## src/hw/rtl/slcfr_pkg.sv

```systemverilog
// Package for the sync/length/checksum frame receiver.
// Holds the frame constants, the controller state type and the command and status structs.
// Depends on nothing.
package slcfr_pkg;

  localparam int FRAME_LEN = 32;
  localparam int CNT_W     = $clog2(FRAME_LEN + 1);
  localparam int ADDR_W    = (FRAME_LEN > 1) ? $clog2(FRAME_LEN) : 1;

  localparam logic [7:0] SYNC_FIRST  = 8'h43;
  localparam logic [7:0] SYNC_SECOND = 8'h4F;

  typedef enum logic [5:0] {
    ST_HUNT_FIRST  = 6'b000001,
    ST_HUNT_SECOND = 6'b000010,
    ST_LENGTH      = 6'b000100,
    ST_DATA        = 6'b001000,
    ST_CHECK       = 6'b010000,
    ST_REPLAY      = 6'b100000
  } state_t;

  typedef struct packed {
    logic clr;
    logic store;
    logic rep_start;
    logic rep_issue;
  } cmd_t;

  typedef struct packed {
    logic sync_first;
    logic sync_second;
    logic len_ok;
    logic last_store;
    logic sum_ok;
    logic rd_ready;
    logic rd_last;
    logic rd_pend;
  } sts_t;

endpackage

```

## src/hw/rtl/slcfr_ram.sv

```systemverilog
// Generic single-write, single-read RAM with a registered read port.
// Depends on nothing.
module slcfr_ram #(
  parameter int WIDTH = 8,
  parameter int DEPTH = 32
) (
  input  logic                                         clk,
  input  logic                                         we,
  input  logic [((DEPTH > 1) ? $clog2(DEPTH) : 1)-1:0] waddr,
  input  logic [WIDTH-1:0]                             wdata,
  input  logic [((DEPTH > 1) ? $clog2(DEPTH) : 1)-1:0] raddr,
  output logic [WIDTH-1:0]                             rdata
);

  logic [WIDTH-1:0] mem [DEPTH];

  always_ff @(posedge clk) begin
    if (we) begin
      mem[waddr] <= wdata;
    end
    rdata <= mem[raddr];
  end

endmodule

```

## src/hw/rtl/slcfr_ctrl.sv

```systemverilog
// Controller state machine of the frame receiver: sync hunt, length check, payload, checksum check, replay.
// Depends on slcfr_pkg.
module slcfr_ctrl (
  input  logic          clk,
  input  logic          rst_n,
  input  logic          in_fire,
  input  slcfr_pkg::sts_t sts,
  output slcfr_pkg::cmd_t cmd,
  output logic          in_stall
);
  import slcfr_pkg::*;

  state_t state_r, state_nxt;

  always_comb begin
    state_nxt = state_r;
    cmd       = '0;
    unique case (state_r)
      ST_HUNT_FIRST: begin
        if (in_fire && sts.sync_first) begin
          state_nxt = ST_HUNT_SECOND;
        end
      end
      ST_HUNT_SECOND: begin
        if (in_fire) begin
          state_nxt = sts.sync_second ? ST_LENGTH : ST_HUNT_FIRST;
        end
      end
      ST_LENGTH: begin
        if (in_fire) begin
          if (sts.len_ok) begin
            cmd.clr   = 1'b1;
            state_nxt = ST_DATA;
          end else begin
            state_nxt = ST_HUNT_FIRST;
          end
        end
      end
      ST_DATA: begin
        if (in_fire) begin
          cmd.store = 1'b1;
          if (sts.last_store) begin
            state_nxt = ST_CHECK;
          end
        end
      end
      ST_CHECK: begin
        if (in_fire) begin
          if (sts.sum_ok) begin
            cmd.rep_start = 1'b1;
            state_nxt     = ST_REPLAY;
          end else begin
            state_nxt = ST_HUNT_FIRST;
          end
        end
      end
      ST_REPLAY: begin
        if (sts.rd_ready) begin
          cmd.rep_issue = 1'b1;
          if (sts.rd_last) begin
            state_nxt = ST_HUNT_FIRST;
          end
        end
      end
      default: begin
        state_nxt = ST_HUNT_FIRST;
      end
    endcase
  end

  always_ff @(posedge clk) begin
    if (!rst_n) begin
      state_r <= ST_HUNT_FIRST;
    end else begin
      state_r <= state_nxt;
    end
  end

  assign in_stall = (state_r == ST_REPLAY);

endmodule

```

## src/hw/rtl/slcfr_dp.sv

```systemverilog
// Datapath of the frame receiver: byte counter, checksum, payload RAM and output register.
// Depends on slcfr_pkg and slcfr_ram.
module slcfr_dp (
  input  logic            clk,
  input  logic            rst_n,
  input  slcfr_pkg::cmd_t cmd,
  output slcfr_pkg::sts_t sts,
  input  logic [7:0]      in_rx_byte,
  input  logic            out_stall,
  output logic            out_valid,
  output logic [7:0]      out_payload_byte,
  output logic            out_last_byte
);
  import slcfr_pkg::*;

  logic [CNT_W-1:0]  count_r, count_nxt;
  logic [7:0]        sum_r, sum_nxt;
  logic [ADDR_W-1:0] rd_ptr_r, rd_ptr_nxt;
  logic              rd_pend_r, pend_last_r;
  logic              out_valid_r;
  logic [7:0]        out_byte_r;
  logic              out_last_r;
  logic [7:0]        rd_data;

  slcfr_ram #(
    .WIDTH (8),
    .DEPTH (FRAME_LEN)
  ) u_store (
    .clk   (clk),
    .we    (cmd.store),
    .waddr (count_r[ADDR_W-1:0]),
    .wdata (in_rx_byte),
    .raddr (rd_ptr_r),
    .rdata (rd_data)
  );

  always_comb begin
    count_nxt  = count_r;
    sum_nxt    = sum_r;
    rd_ptr_nxt = rd_ptr_r;
    if (cmd.clr) begin
      count_nxt = '0;
      sum_nxt   = '0;
    end else if (cmd.store) begin
      count_nxt = count_r + CNT_W'(1);
      sum_nxt   = sum_r + in_rx_byte;
    end
    if (cmd.rep_start) begin
      rd_ptr_nxt = '0;
    end else if (cmd.rep_issue) begin
      rd_ptr_nxt = rd_ptr_r + ADDR_W'(1);
    end
  end

  always_ff @(posedge clk) begin
    if (!rst_n) begin
      count_r     <= '0;
      sum_r       <= '0;
      rd_ptr_r    <= '0;
      rd_pend_r   <= 1'b0;
      pend_last_r <= 1'b0;
      out_valid_r <= 1'b0;
    end else begin
      count_r     <= count_nxt;
      sum_r       <= sum_nxt;
      rd_ptr_r    <= rd_ptr_nxt;
      rd_pend_r   <= cmd.rep_issue;
      pend_last_r <= sts.rd_last;
      if (rd_pend_r) begin
        out_valid_r <= 1'b1;
      end else if (out_valid_r && !out_stall) begin
        out_valid_r <= 1'b0;
      end
    end
  end

  always_ff @(posedge clk) begin
    if (rd_pend_r) begin
      out_byte_r <= rd_data;
      out_last_r <= pend_last_r;
    end
  end

  assign sts.sync_first  = (in_rx_byte == SYNC_FIRST);
  assign sts.sync_second = (in_rx_byte == SYNC_SECOND);
  assign sts.len_ok      = (in_rx_byte == 8'(FRAME_LEN));
  assign sts.last_store  = (count_r == CNT_W'(FRAME_LEN - 1));
  assign sts.sum_ok      = (in_rx_byte == sum_r);
  assign sts.rd_ready    = !rd_pend_r && (!out_valid_r || !out_stall);
  assign sts.rd_last     = (rd_ptr_r == ADDR_W'(FRAME_LEN - 1));
  assign sts.rd_pend     = rd_pend_r;

  assign out_valid        = out_valid_r;
  assign out_payload_byte = out_byte_r;
  assign out_last_byte    = out_last_r;

endmodule

```

## src/hw/rtl/sync_length_checksum_frame_receiver.sv

```systemverilog
// The receiver takes one serial byte per input transaction and hunts for the sync pair 'C' 'O',
// then a length byte that must equal FRAME_LEN, then FRAME_LEN payload bytes and a mod-256
// checksum byte. When the checksum matches, in_stall rises and the stored payload is replayed
// from the payload RAM as FRAME_LEN output transactions, the final one with out_last_byte set;
// each replayed byte passes through a RAM read and then the output register, and a new read
// starts only once the previous one has completed, so the input is held for the whole replay,
// which lasts longer while out_stall is high. A mismatched frame is dropped without output.
// The payload RAM needs no clearing after reset.
// Depends on slcfr_pkg, slcfr_ctrl and slcfr_dp.
module sync_length_checksum_frame_receiver (
  input  logic       clk,
  input  logic       rst_n,
  input  logic       in_valid,
  output logic       in_stall,
  input  logic [7:0] in_rx_byte,
  output logic       out_valid,
  input  logic       out_stall,
  output logic [7:0] out_payload_byte,
  output logic       out_last_byte
);
  import slcfr_pkg::*;

  cmd_t cmd;
  sts_t sts;
  logic in_fire;

  assign in_fire = in_valid && !in_stall;

  slcfr_ctrl u_ctrl (
    .clk      (clk),
    .rst_n    (rst_n),
    .in_fire  (in_fire),
    .sts      (sts),
    .cmd      (cmd),
    .in_stall (in_stall)
  );

  slcfr_dp u_dp (
    .clk              (clk),
    .rst_n            (rst_n),
    .cmd              (cmd),
    .sts              (sts),
    .in_rx_byte       (in_rx_byte),
    .out_stall        (out_stall),
    .out_valid        (out_valid),
    .out_payload_byte (out_payload_byte),
    .out_last_byte    (out_last_byte)
  );

  a_pend_slot_free: assert property (@(posedge clk) disable iff (!rst_n)
    sts.rd_pend |-> (!out_valid || !out_stall))
    else $error("RAM read completed while the output register was still held.");

  a_pend_loads_out: assert property (@(posedge clk) disable iff (!rst_n)
    sts.rd_pend |=> out_valid)
    else $error("Completed RAM read did not reach the output register.");

  a_replay_entry: assert property (@(posedge clk) disable iff (!rst_n)
    $rose(in_stall) |-> $past(in_valid))
    else $error("Replay started without an accepted checksum transaction.");

endmodule
```

## config.mk

```make
export PLATFORM = sky130hd
export DESIGN_NAME = sync_length_checksum_frame_receiver
export DESIGN_NICKNAME = d
export VERILOG_FILES = /design/src/hw/rtl/slcfr_pkg.sv /design/src/hw/rtl/slcfr_ram.sv /design/src/hw/rtl/slcfr_ctrl.sv /design/src/hw/rtl/slcfr_dp.sv /design/src/hw/rtl/sync_length_checksum_frame_receiver.sv
export SDC_FILE = /design/constraint.sdc
export NUM_CORES = 1
export LEC_CHECK = 0
export BUFFER_PORTS_ARGS = -buffer_cell sky130_fd_sc_hd__buf_2
export CORE_MARGIN = 4
export CORE_UTILIZATION = 61
export CTS_CLUSTER_SIZE = 12
export DETAILED_ROUTE_END_ITERATION = 10
export PLACE_DENSITY = 0.8
export SLEW_MARGIN = 20
export SYNTH_ARGS = -nofsm -noshare
export SYNTH_HDL_FRONTEND = slang
export SYNTH_SLANG_ARGS = --single-unit
```

## constraint.sdc

```tcl
create_clock -name clk -period 5.5 [get_ports clk]
set_input_delay 1.1 -clock clk [delete_from_list [all_inputs] [get_ports clk]]
set_output_delay 1.1 -clock clk [all_outputs]
set_load 0.005 [all_outputs]
```

# ---- Word-level counts from Yosys, hierarchy flattened
# Memory sizes are Yosys's and may differ from the RTL's. A register that Yosys moved wholly into a read port is not among the register bits.
# Cells that the tools add are included.
dict set report word_totals {
  regBits 37
  mem_bits_rw 256
  in_bits 12
  out_inout_bits 11
  word_cells 73
  n_memories 1
}
# name depth width read_ports rd_ports_with_merged_regs write_ports line
set memory_table {}
lappend memory_table {u_dp.u_store.mem 32 8 1 1 1 slcfr_ram.sv:15} ;# logic [WIDTH-1:0] mem [DEPTH];
dict set report classes {
  addsub 3
  n_eq_ne 20
  muxes 26
  bitwise 1
  reduce_logical 13
}
# cell n
set op_table {}
lappend op_table {{6-bit 2-to-1 mux} 9}
lappend op_table {{6-bit one-hot mux with 6 select lines} 1}
lappend op_table {{8-bit by 7-bit == test with 1-bit output (second input constant)} 2}
lappend op_table {{1-bit 2-to-1 mux} 14}
lappend op_table {{2-bit by 1-bit inequality test with 1-bit output (second input constant)} 7}
lappend op_table {{6-bit by 5-bit == test with 1-bit output (second input constant)} 2}
lappend op_table {{8-bit adder} 1}
lappend op_table {{8-bit by 6-bit == test with 1-bit output (second input constant)} 1}
lappend op_table {{8-bit == test} 1}
lappend op_table {{8-bit AND reduction} 1}
lappend op_table {{6-bit by 1-bit adder with 6-bit output (second input constant)} 1}
lappend op_table {{6-bit by 1-bit == test with 1-bit output (second input constant)} 1}
lappend op_table {{6-bit by 2-bit == test with 1-bit output (second input constant)} 1}
lappend op_table {{6-bit by 3-bit == test with 1-bit output (second input constant)} 1}
lappend op_table {{6-bit by 4-bit == test with 1-bit output (second input constant)} 1}
lappend op_table {{6-bit == test (second input constant)} 1}
lappend op_table {{5-bit by 1-bit adder with 5-bit output (second input constant)} 1}
lappend op_table {{5-bit == test (second input constant)} 1}
lappend op_table {{1-bit logical AND} 4}
lappend op_table {{1-bit zero test} 4}
lappend op_table {{4-bit 2-to-1 mux} 1}
lappend op_table {{2-bit OR reduction} 2}
lappend op_table {{3-bit 2-to-1 mux} 1}
lappend op_table {{2-bit inequality test (second input constant)} 1}
lappend op_table {{3 further kinds} 3}

# ---- Logic depth before layout (Yosys ltp)
# Gate-level depths: netlist of the first run.
dict set report logic_depth {
  depth_word 7
  mapped_depth 8
  ltp_nobuf 7
}

# ---- Cells and area by module
# A second synthesis of the first run with hierarchy kept.
dict set report unflattened {
  cells_unflattened 622
  hier_area_um2 12009.0
}
# module instances cells_per_inst area_each_um2 seq_area_each_um2
set by_module_without_submodules {}
lappend by_module_without_submodules {slcfr_ram 1 417 10053.4 7847.5}
lappend by_module_without_submodules {slcfr_dp 1 153 1529.0 710.7}
lappend by_module_without_submodules {slcfr_ctrl 1 51 412.9 120.1}
lappend by_module_without_submodules {sync_length_checksum_frame_receiver 1 1 13.8 0.0}

# ---- Worst setup path after synthesis of the first run
# No wires, ideal clock.
dict set report synth_timing {
  path_kind {input to register}
  start {input in_rx_byte[0]}
  end {register u_dp.count_r[5]}
  setup_time_ns 0.115
  arrival_ns 2.612
  required_time_ns 5.385
  setup_slack_ns 2.774
  cell_stages 5
  n_path_buf 1
  path_cell_list {or4b_2 > or4_1 > o21ai_2 > buf_6 > nor2_1}
}
dict set report synth_via {
  elab_chain_len 5
}
# item line
set synth_rtl {}
lappend synth_rtl {{start: declaration} sync_length_checksum_frame_receiver.sv:15} ;# input logic [7:0] in_rx_byte,
lappend synth_rtl {{8-bit by 6-bit == test with 1-bit output} slcfr_dp.sv:86} ;# assign sts.len_ok = (in_rx_byte == 8'(FRAME_LEN));
lappend synth_rtl {{1-bit 2-to-1 mux} slcfr_ctrl.sv:31} ;# if (sts.len_ok) begin
lappend synth_rtl {{1-bit 2-to-1 mux} slcfr_ctrl.sv:30} ;# if (in_fire) begin
lappend synth_rtl {{1-bit 2-to-1 mux} slcfr_ctrl.sv:18} ;# unique case (state_r)
lappend synth_rtl {{2-bit OR reduction (no line)} -}
lappend synth_rtl {{end signal: assignment} slcfr_dp.sv:64} ;# count_r <= count_nxt;
lappend synth_rtl {{end: declaration} slcfr_dp.sv:16} ;# logic [CNT_W-1:0] count_r, count_nxt;
# Every way passes these cells.
# A chain may end at the register's enable or synchronous reset.

# ---- Worst setup path after layout of the first run
dict set report layout_timing {
  start {register u_ctrl.state_r[5]}
  end {memory u_dp.u_store.mem[4][7] (enable)}
}
dict set report layout_via {
  elab_chain_len 7
  word_cells_on_any_way 8
  cone_classes {2 x eq/ne; 4 x mux; 2 x reduce/logical}
}
# item line
set layout_rtl {}
lappend layout_rtl {{start: declaration} slcfr_ctrl.sv:13} ;# state_t state_r, state_nxt;
lappend layout_rtl {{start signal: assignment} slcfr_ctrl.sv:75} ;# state_r <= state_nxt;
lappend layout_rtl {{6-bit == test} slcfr_ctrl.sv:79} ;# assign in_stall = (state_r == ST_REPLAY);
lappend layout_rtl {{1-bit zero test} sync_length_checksum_frame_receiver.sv:27} ;# assign in_fire = in_valid && !in_stall;
lappend layout_rtl {{1-bit logical AND} sync_length_checksum_frame_receiver.sv:27}
lappend layout_rtl {{1-bit 2-to-1 mux} slcfr_ctrl.sv:40} ;# if (in_fire) begin
lappend layout_rtl {{1-bit 2-to-1 mux *} slcfr_ctrl.sv:18}
lappend layout_rtl {{1-bit 2-to-1 mux *} slcfr_ram.sv:18} ;# if (we) begin
lappend layout_rtl {{1-bit 2-to-1 mux (not written as such) *} slcfr_ram.sv:19} ;# mem[waddr] <= wdata;
lappend layout_rtl {{end: declaration} slcfr_ram.sv:15}
# Mark *: on every way between the ends. The rest lies on a longest branch, timed or not.

==> impl_metrics.json, run 1 <==
{
  "synth_area_um2": 12000,
  "dieArea_um2": 21900,
  "gp_congestion": 0.940,
  "drt_iter0_drc": 701,
  "ir_drop_uv": 216,
  "fin_hold_ws_ns": 0.406,
  "antenna_cells": 0,
  "antenna_found_initial": 1,
  "num-nets-final": 678,
  "ys_seq_elements": 301,
  "p_total_mw": 4.49,
  "synthCells": 622,
  "die_h_um": 148,
  "io_pins": 23,
  "grt_max_degree": 51,
  "critPathBufInv": 0,
  "max_freq_mhz": 291,
  "ctsHoldBuffers": 0,
  "rsz0062_at_grt": "no",
  "clockRootBuffer": "clkbuf_16",
  "yosysWarnings": 0,
  "synthArstFlopShare_pct": 0,
  "route.detailed.drc": 0,
  "initial_core_util_pct": 62.9,
  "antenna_left": 0,
  "period_minus_slack_ns": 3.44,
  "rows": 50,
  "port_buffers": 22,
  "crit_chain": "nor4_1 > and4_1 > nand2_1 > nor2_1",
  "finalCritPeriodShare_pct": 62.6,
  "grt-ovfl-total": 0,
  "critPathMaxStageDelay_ns": 0.97,
  "fin_setup_tns_ns": 0,
  "finalMaxSlewViolations": 0,
  "critPathLaunchType": "flip-flop",
  "dp_cells": 879,
  "worstSkewPairLatency_ns": 0.54,
  "area.growth.synth_to_final_pct": 10.5,
  "ctsResizeCount": 0,
  "fp.dieW_um": 148,
  "tightest_slew_ns": 1.16,
  "wire_per_inst_um": 27.6,
  "cap_viol_max_count": 0,
  "drive_gt1_share_pct": 23.8,
  "slew_headroom_pct": 22.3,
  "required_ns": 5.64,
  "via_per_inst": 6.57,
  "synth_ff_type": "edfxtp_1",
  "path_depth": 4,
  "grt_pass1_wl_um": 39700,
  "finalHoldViolCount": 0,
  "setup_viol": 0,
  "vias": 6150,
  "fin_skew_ns": 0.0205,
  "ctsHtreeMaxLevel": 1,
  "wirelength_um": 25900,
  "coreArea_um2": 19000,
  "final_common_cell": "edfxtp_1",
  "cts_buffer_depth": 3,
  "final_cell_mix": "edfxtp_1 (265), mux4_2 (80), nor2_1 (49), dfxtp_1 (32)",
  "clock-sinks": 301,
  "worst-setup-path-type": "reg -> reg",
  "cts_tree": "built",
  "clk_pin_slew_ns": 0.06,
  "ff2ff_path_depth": 4,
  "syn_avg_cell_area_um2": 19.2,
  "postCtsSetupBuffers": 0,
  "drt_first_pass_iters": 6,
  "syn-num-nets": 648,
  "power_density_nw_per_um2": 340,
  "cp.arrival_ns": 3.59,
  "hold_class": "reg -> reg",
  "grtUsageTotal_pct": 24.5,
  "ys_seq_area_share_pct": 72.5,
  "p_leak_nw": 4.11,
  "synth_cell_types": 52,
  "grt_pass1_vias": 6334,
  "hold_depth": 0,
  "outcome": "finished, final reports clean",
  "end_kind": "flip-flop",
  "instances_no_fill": 936,
  "crit_fanout": 18,
  "slowest_stage": "nor2_1",
  "synth_edf_count": 265,
  "cp_top_family": "simple AND/OR/NAND/NOR gates",
  "hpwl_um": 14800,
  "cts_buffers": 30
}
## path summary, 6_finish.rpt
kind / slack [ns] / endpoint / startpoint
worst min register to register: 0.41 / u_dp.out_payload_byte[5] / u_dp.u_store.rdata[5]
worst min-delay path: 0.41 / u_dp.out_payload_byte[5] / u_dp.u_store.rdata[5]
worst max-delay path: 2.06 / u_dp.u_store.mem[4][7] / u_ctrl.state_r[5]
worst max register to register: 2.06 / u_dp.u_store.mem[4][7] / u_ctrl.state_r[5]
## synthesized netlist by cell type, types with 2 or more instances
master | n | area [um2]
buf_2 | 5 | 25.0
a21oi_1 | 14 | 70.1
xnor2_1 | 5 | 43.8
nand4_1 | 4 | 25.0
nand3_1 | 7 | 35.0
buf_1 | 3 | 11.3
mux4_2 | 80 | 1800
nand2_1 | 31 | 116
nor2_1 | 50 | 188
or4_1 | 5 | 37.5
buf_6 | 5 | 56.3
o21ai_0 | 3 | 15.0
and4_1 | 2 | 17.5
inv_1 | 6 | 22.5
nor4_1 | 6 | 37.5
mux2i_1 | 4 | 40.0
clkbuf_1 | 13 | 48.8
nor3b_2 | 2 | 25.0
nor3_1 | 4 | 20.0
or3_1 | 2 | 12.5
a21o_1 | 2 | 15.0
a211oi_1 | 2 | 15.0
xor2_1 | 7 | 61.3
o31ai_1 | 2 | 15.0
nand3b_1 | 3 | 22.5
edfxtp_1 | 265 | 7960
o21bai_1 | 2 | 15.0
dfxtp_1 | 36 | 721
and3_1 | 7 | 43.8
ha_1 | 13 | 163
and2_1 | 2 | 12.5
mux2_2 | 8 | 90.1
o211ai_1 | 2 | 15.0
nand2b_1 | 2 | 12.5
## power by group
group | leakage (nW) | internal, mW | switching [mW]
combinational | 0.993 | 0.0293 | 0.0721
clock | 0.442 | 1.10 | 0.803
sequential | 2.67 | 2.48 | 0.00506
## stage by stage
| stage | worst slack [ns] | cell area [um2] | utilization (%) |
|---|---|---|---|
| final | 2.06 | 13200 | 69.5 |
| after detailed placement | 1.97 | 12300 | 64.6 |
| after global placement | 2.11 | 12300 | 64.6 |
| after global routing | 1.99 | 13200 | 69.5 |
| after CTS | 2.19 | 13200 | 69.4 |
| after floorplan | 2.77 | 12000 | - |
## metal layers
layer / global-route usage, % / share of wire, % / vias up
met5: 0 / 0.050 / -
met4: 5.96 / 2.2 / 2
met3: 4.81 / 7.4 / 54
met2: 41.9 / 52 / 331
met1: 33.1 / 39 / 3173
li1: - / - / 2590
## registers in the layout (all words and copies together) (netlist names)
name,flops
u_dp.sum_r,8
u_dp.u_store.mem,256
u_dp.count_r,6
u_dp.rd_ptr_r,5
u_dp.u_store.rdata,8
u_dp.out_last_byte,1
u_ctrl.state_r,6
u_dp.rd_pend_r,1
u_dp.out_valid,1
u_dp.pend_last_r,1
u_dp.out_payload_byte,8
## kinds of logic after synthesis
kind of cell               Yosys count  share of synthesized area [%]
buffers and inverters               33                           1.43
and+or+nand+nor                    135                           5.65
AOI/OAI and AO/OA                   35                           1.87
adders and majority gates           14                           1.53
muxes                               92                           16.1
xor gates and xnor gates            12                          0.878
DFF                                301                           72.5
## worst reg2reg max path, stage by stage, from the launching register on
cell     delay, ns
dfxtp_1       0.35
nor4_1        0.63
and4_1        0.71
nand2_1       0.37
nor2_1        0.97
## cell type report
cell class	count	area, um2
fill	1161	5790
clock buffer	54	902
multi-input combinational	288	3120
clock inverter	2	13.8
timing repair buffer	25	153
tap	260	325
sequential	301	8690
inverter	6	22.5
(Power assumes the default switching activity.)
==> inputs of run 2 (changes only) <==
- CORE_UTILIZATION: 61 -> 56
- PLACE_DENSITY: 0.8 -> 0.77
- clock period: 5.5 -> 2.8 ns (I/O delays scaled with it)
==> run 2 against run 1 <==
Effect of this change: sequential power increased by 96%; total power grew 94%; design area up 3.5%; die area increased by 8.4%; flip-flop and latch count is the same; critical path depth fell by 1; global-route usage is 2.0 points lower; register-to-register slack worse by 1.7 ns; critical path type is now reg -> out; setup slack got worse by 1.7 ns; clock power rose by 90%.
==> impl_metrics.json, run 2 (synthesized netlist as in run 1, its figures left out) <==
{
  "outcome": "finished, final reports clean",
  "finalHoldViolCount": 0,
  "route.detailed.drc": 0,
  "largest_reg_flops": 256,
  "cap_viol_max_count": 0,
  "crit_path_end": "in_stall",
  "top_register": "u_dp.u_store.mem",
  "gp_congestion": 0.841,
  "reg2reg_to": "u_dp.u_store.mem[20][6]",
  "end_kind": "primary output",
  "io_pins": 23,
  "required_ns": 2.24,
  "rsz0062_at_grt": "no",
  "die_h_um": 154,
  "crit_fanout": 6,
  "rrSetupSlack_ns": 0.38,
  "postCtsSetupBuffers": 0,
  "clockRootBuffer": "clkbuf_16",
  "grt_max_degree": 33,
  "grt-ovfl-total": 0,
  "ctsHtreeMaxLevel": 1,
  "critPathMaxStageDelay_ns": 0.66,
  "crit_chain": "or4_1 > nor2_1 > buf_2",
  "p_sw_share_pct": 19.3,
  "cp_top_family": "simple AND/OR/NAND/NOR gates",
  "drt_iter0_drc": 655,
  "grt_pass1_vias": 6576,
  "max_freq_mhz": 410,
  "slew_headroom_pct": 56.6,
  "cts_buffer_depth": 3,
  "fin_skew_ns": 0.0171,
  "r2r_start": "u_ctrl.state_r[5]",
  "fp.dieW_um": 154,
  "port_buffers": 22,
  "clk_pin_slew_ns": 0.06,
  "p_leak_nw": 4.40,
  "antenna_left": 0,
  "slowest_stage": "or4_1",
  "hpwl_um": 16200,
  "antenna_found_initial": 0,
  "cts_tree": "built",
  "final_cell_mix": "edfxtp_1 (265), mux4_2 (80), buf_4 (54), nor2_1 (50), dfxtp_1 (34)",
  "p_switching_mw": 1.68,
  "critPathBufInv": 1,
  "rows": 53,
  "wire_per_inst_um": 25.7,
  "critPathLaunchType": "flip-flop",
  "dieArea_um2": 23800,
  "cp.arrival_ns": 1.88,
  "vias": 6291,
  "grt_pass1_wl_um": 40000,
  "ctsResizeCount": 0,
  "tightest_slew_ns": 0.651,
  "crit_path_start": "u_ctrl.state_r[1]",
  "power_density_nw_per_um2": 636,
  "seq_power_share_pct": 56.2,
  "path_depth": 3,
  "fin_setup_tns_ns": 0,
  "final_common_cell": "edfxtp_1",
  "drive_gt1_share_pct": 29.1,
  "antenna_cells": 0,
  "area.growth.synth_to_final_pct": 14.4,
  "setup_viol": 0,
  "via_per_inst": 6.24,
  "worst-setup-path-type": "reg -> out",
  "drt_first_pass_iters": 5,
  "clock_power_share_pct": 41.4,
  "num-nets-final": 735,
  "p_comb_share_pct": 2.4,
  "wirelength_um": 25900,
  "grtUsageTotal_pct": 22.4,
  "fin_hold_ws_ns": 0.340,
  "ctsHoldBuffers": 0,
  "p_int_mw": 7.03,
  "ir_drop_uv": 502,
  "coreArea_um2": 21000,
  "clock-sinks": 301,
  "initial_core_util_pct": 56.9,
  "ff2ff_path_depth": 5,
  "finalCritPeriodShare_pct": 87.1,
  "cts_buffers": 30,
  "finalMaxSlewViolations": 0,
  "worstSkewPairLatency_ns": 0.54,
  "utilization_pct": 65.1,
  "period_minus_slack_ns": 2.44,
  "hold_class": "in -> reg"
}
[run 2: cell count changes in the layout (fill, tap and decap cells not counted)]
| cell | delta |
|---|---|
| buf_12 | +6 |
| buf_16 | -1 |
| buf_4 | +52 |
| clkbuf_1 | +2 |
| clkbuf_8 | -3 |
| clkinv_2 | +2 |
| dfxtp_1 | +2 |
| dfxtp_2 | -2 |
| inv_6 | -1 |
| nor2_1 | +1 |
| nor2_2 | -1 |
[run 2: layout make-up]
class                   instances  area (um2)
flip-flops and latches        301        8680
fillers                      1339        7330
multi-input cells             288        3120
clock buffers                  53         868
repair buffers                 82         636
well taps                     275         344
inverters                       6        22.5
clock inverters                 3        15.0
[run 2: per-stage QoR]
stage	setup slack (ns)	power, mW	instances	area [um2]
finish	0.361	8.71	1008	13700
global route	0.204	9.00	1008	13700
CTS	0.358	8.76	1008	13700
detailed placement	0.287	5.19	952	12800
global placement	0.371	5.17	952	12800
floorplan	0.445	5.08	622	12000
[run 2: how the worst min path moves through the flow]
| stage | from | to | slack [ns] | cells past startpoint |
|---|---|---|---|---|
| floorplan | u_dp.pend_last_r | u_dp.out_last_byte | 0.39 | 0 |
| global placement | u_dp.u_store.rdata[0] | u_dp.out_payload_byte[0] | 0.39 | 0 |
| detailed placement | u_dp.u_store.rdata[7] | u_dp.out_payload_byte[7] | 0.40 | 0 |
| CTS | rst_n | u_ctrl.state_r[0] | 0.32 | 2 |
| global route | rst_n | u_ctrl.state_r[0] | 0.34 | 2 |
| finish | rst_n | u_ctrl.state_r[0] | 0.34 | 2 |
[run 2: worst reg2reg max path, cell delays in order (launching register included)]
cell and delay (ns):
dfxtp_1 0.35, nor4_1 0.57, and4_1 0.43, nand2_1 0.28, nor2_1 0.28, buf_4 0.22
[run 2: power by group through the flow]
stage	sequential, mW	combinational [mW]	clock, mW
6_report	4.89	0.210	3.61
5_1_grt	4.89	0.229	3.88
4_1_cts	4.89	0.206	3.66
3_5_place_dp	4.98	0.204	0
3_3_place_gp	4.98	0.190	0
2_1_floorplan	4.98	0.102	0
[run 2: layer usage]
layer | part of all wire, % | track usage [%]
met5 | 0 | 0
met3 | 7.3 | 3.44
met4 | 2.0 | 5.72
met1 | 39 | 30.6
met2 | 52 | 38.5
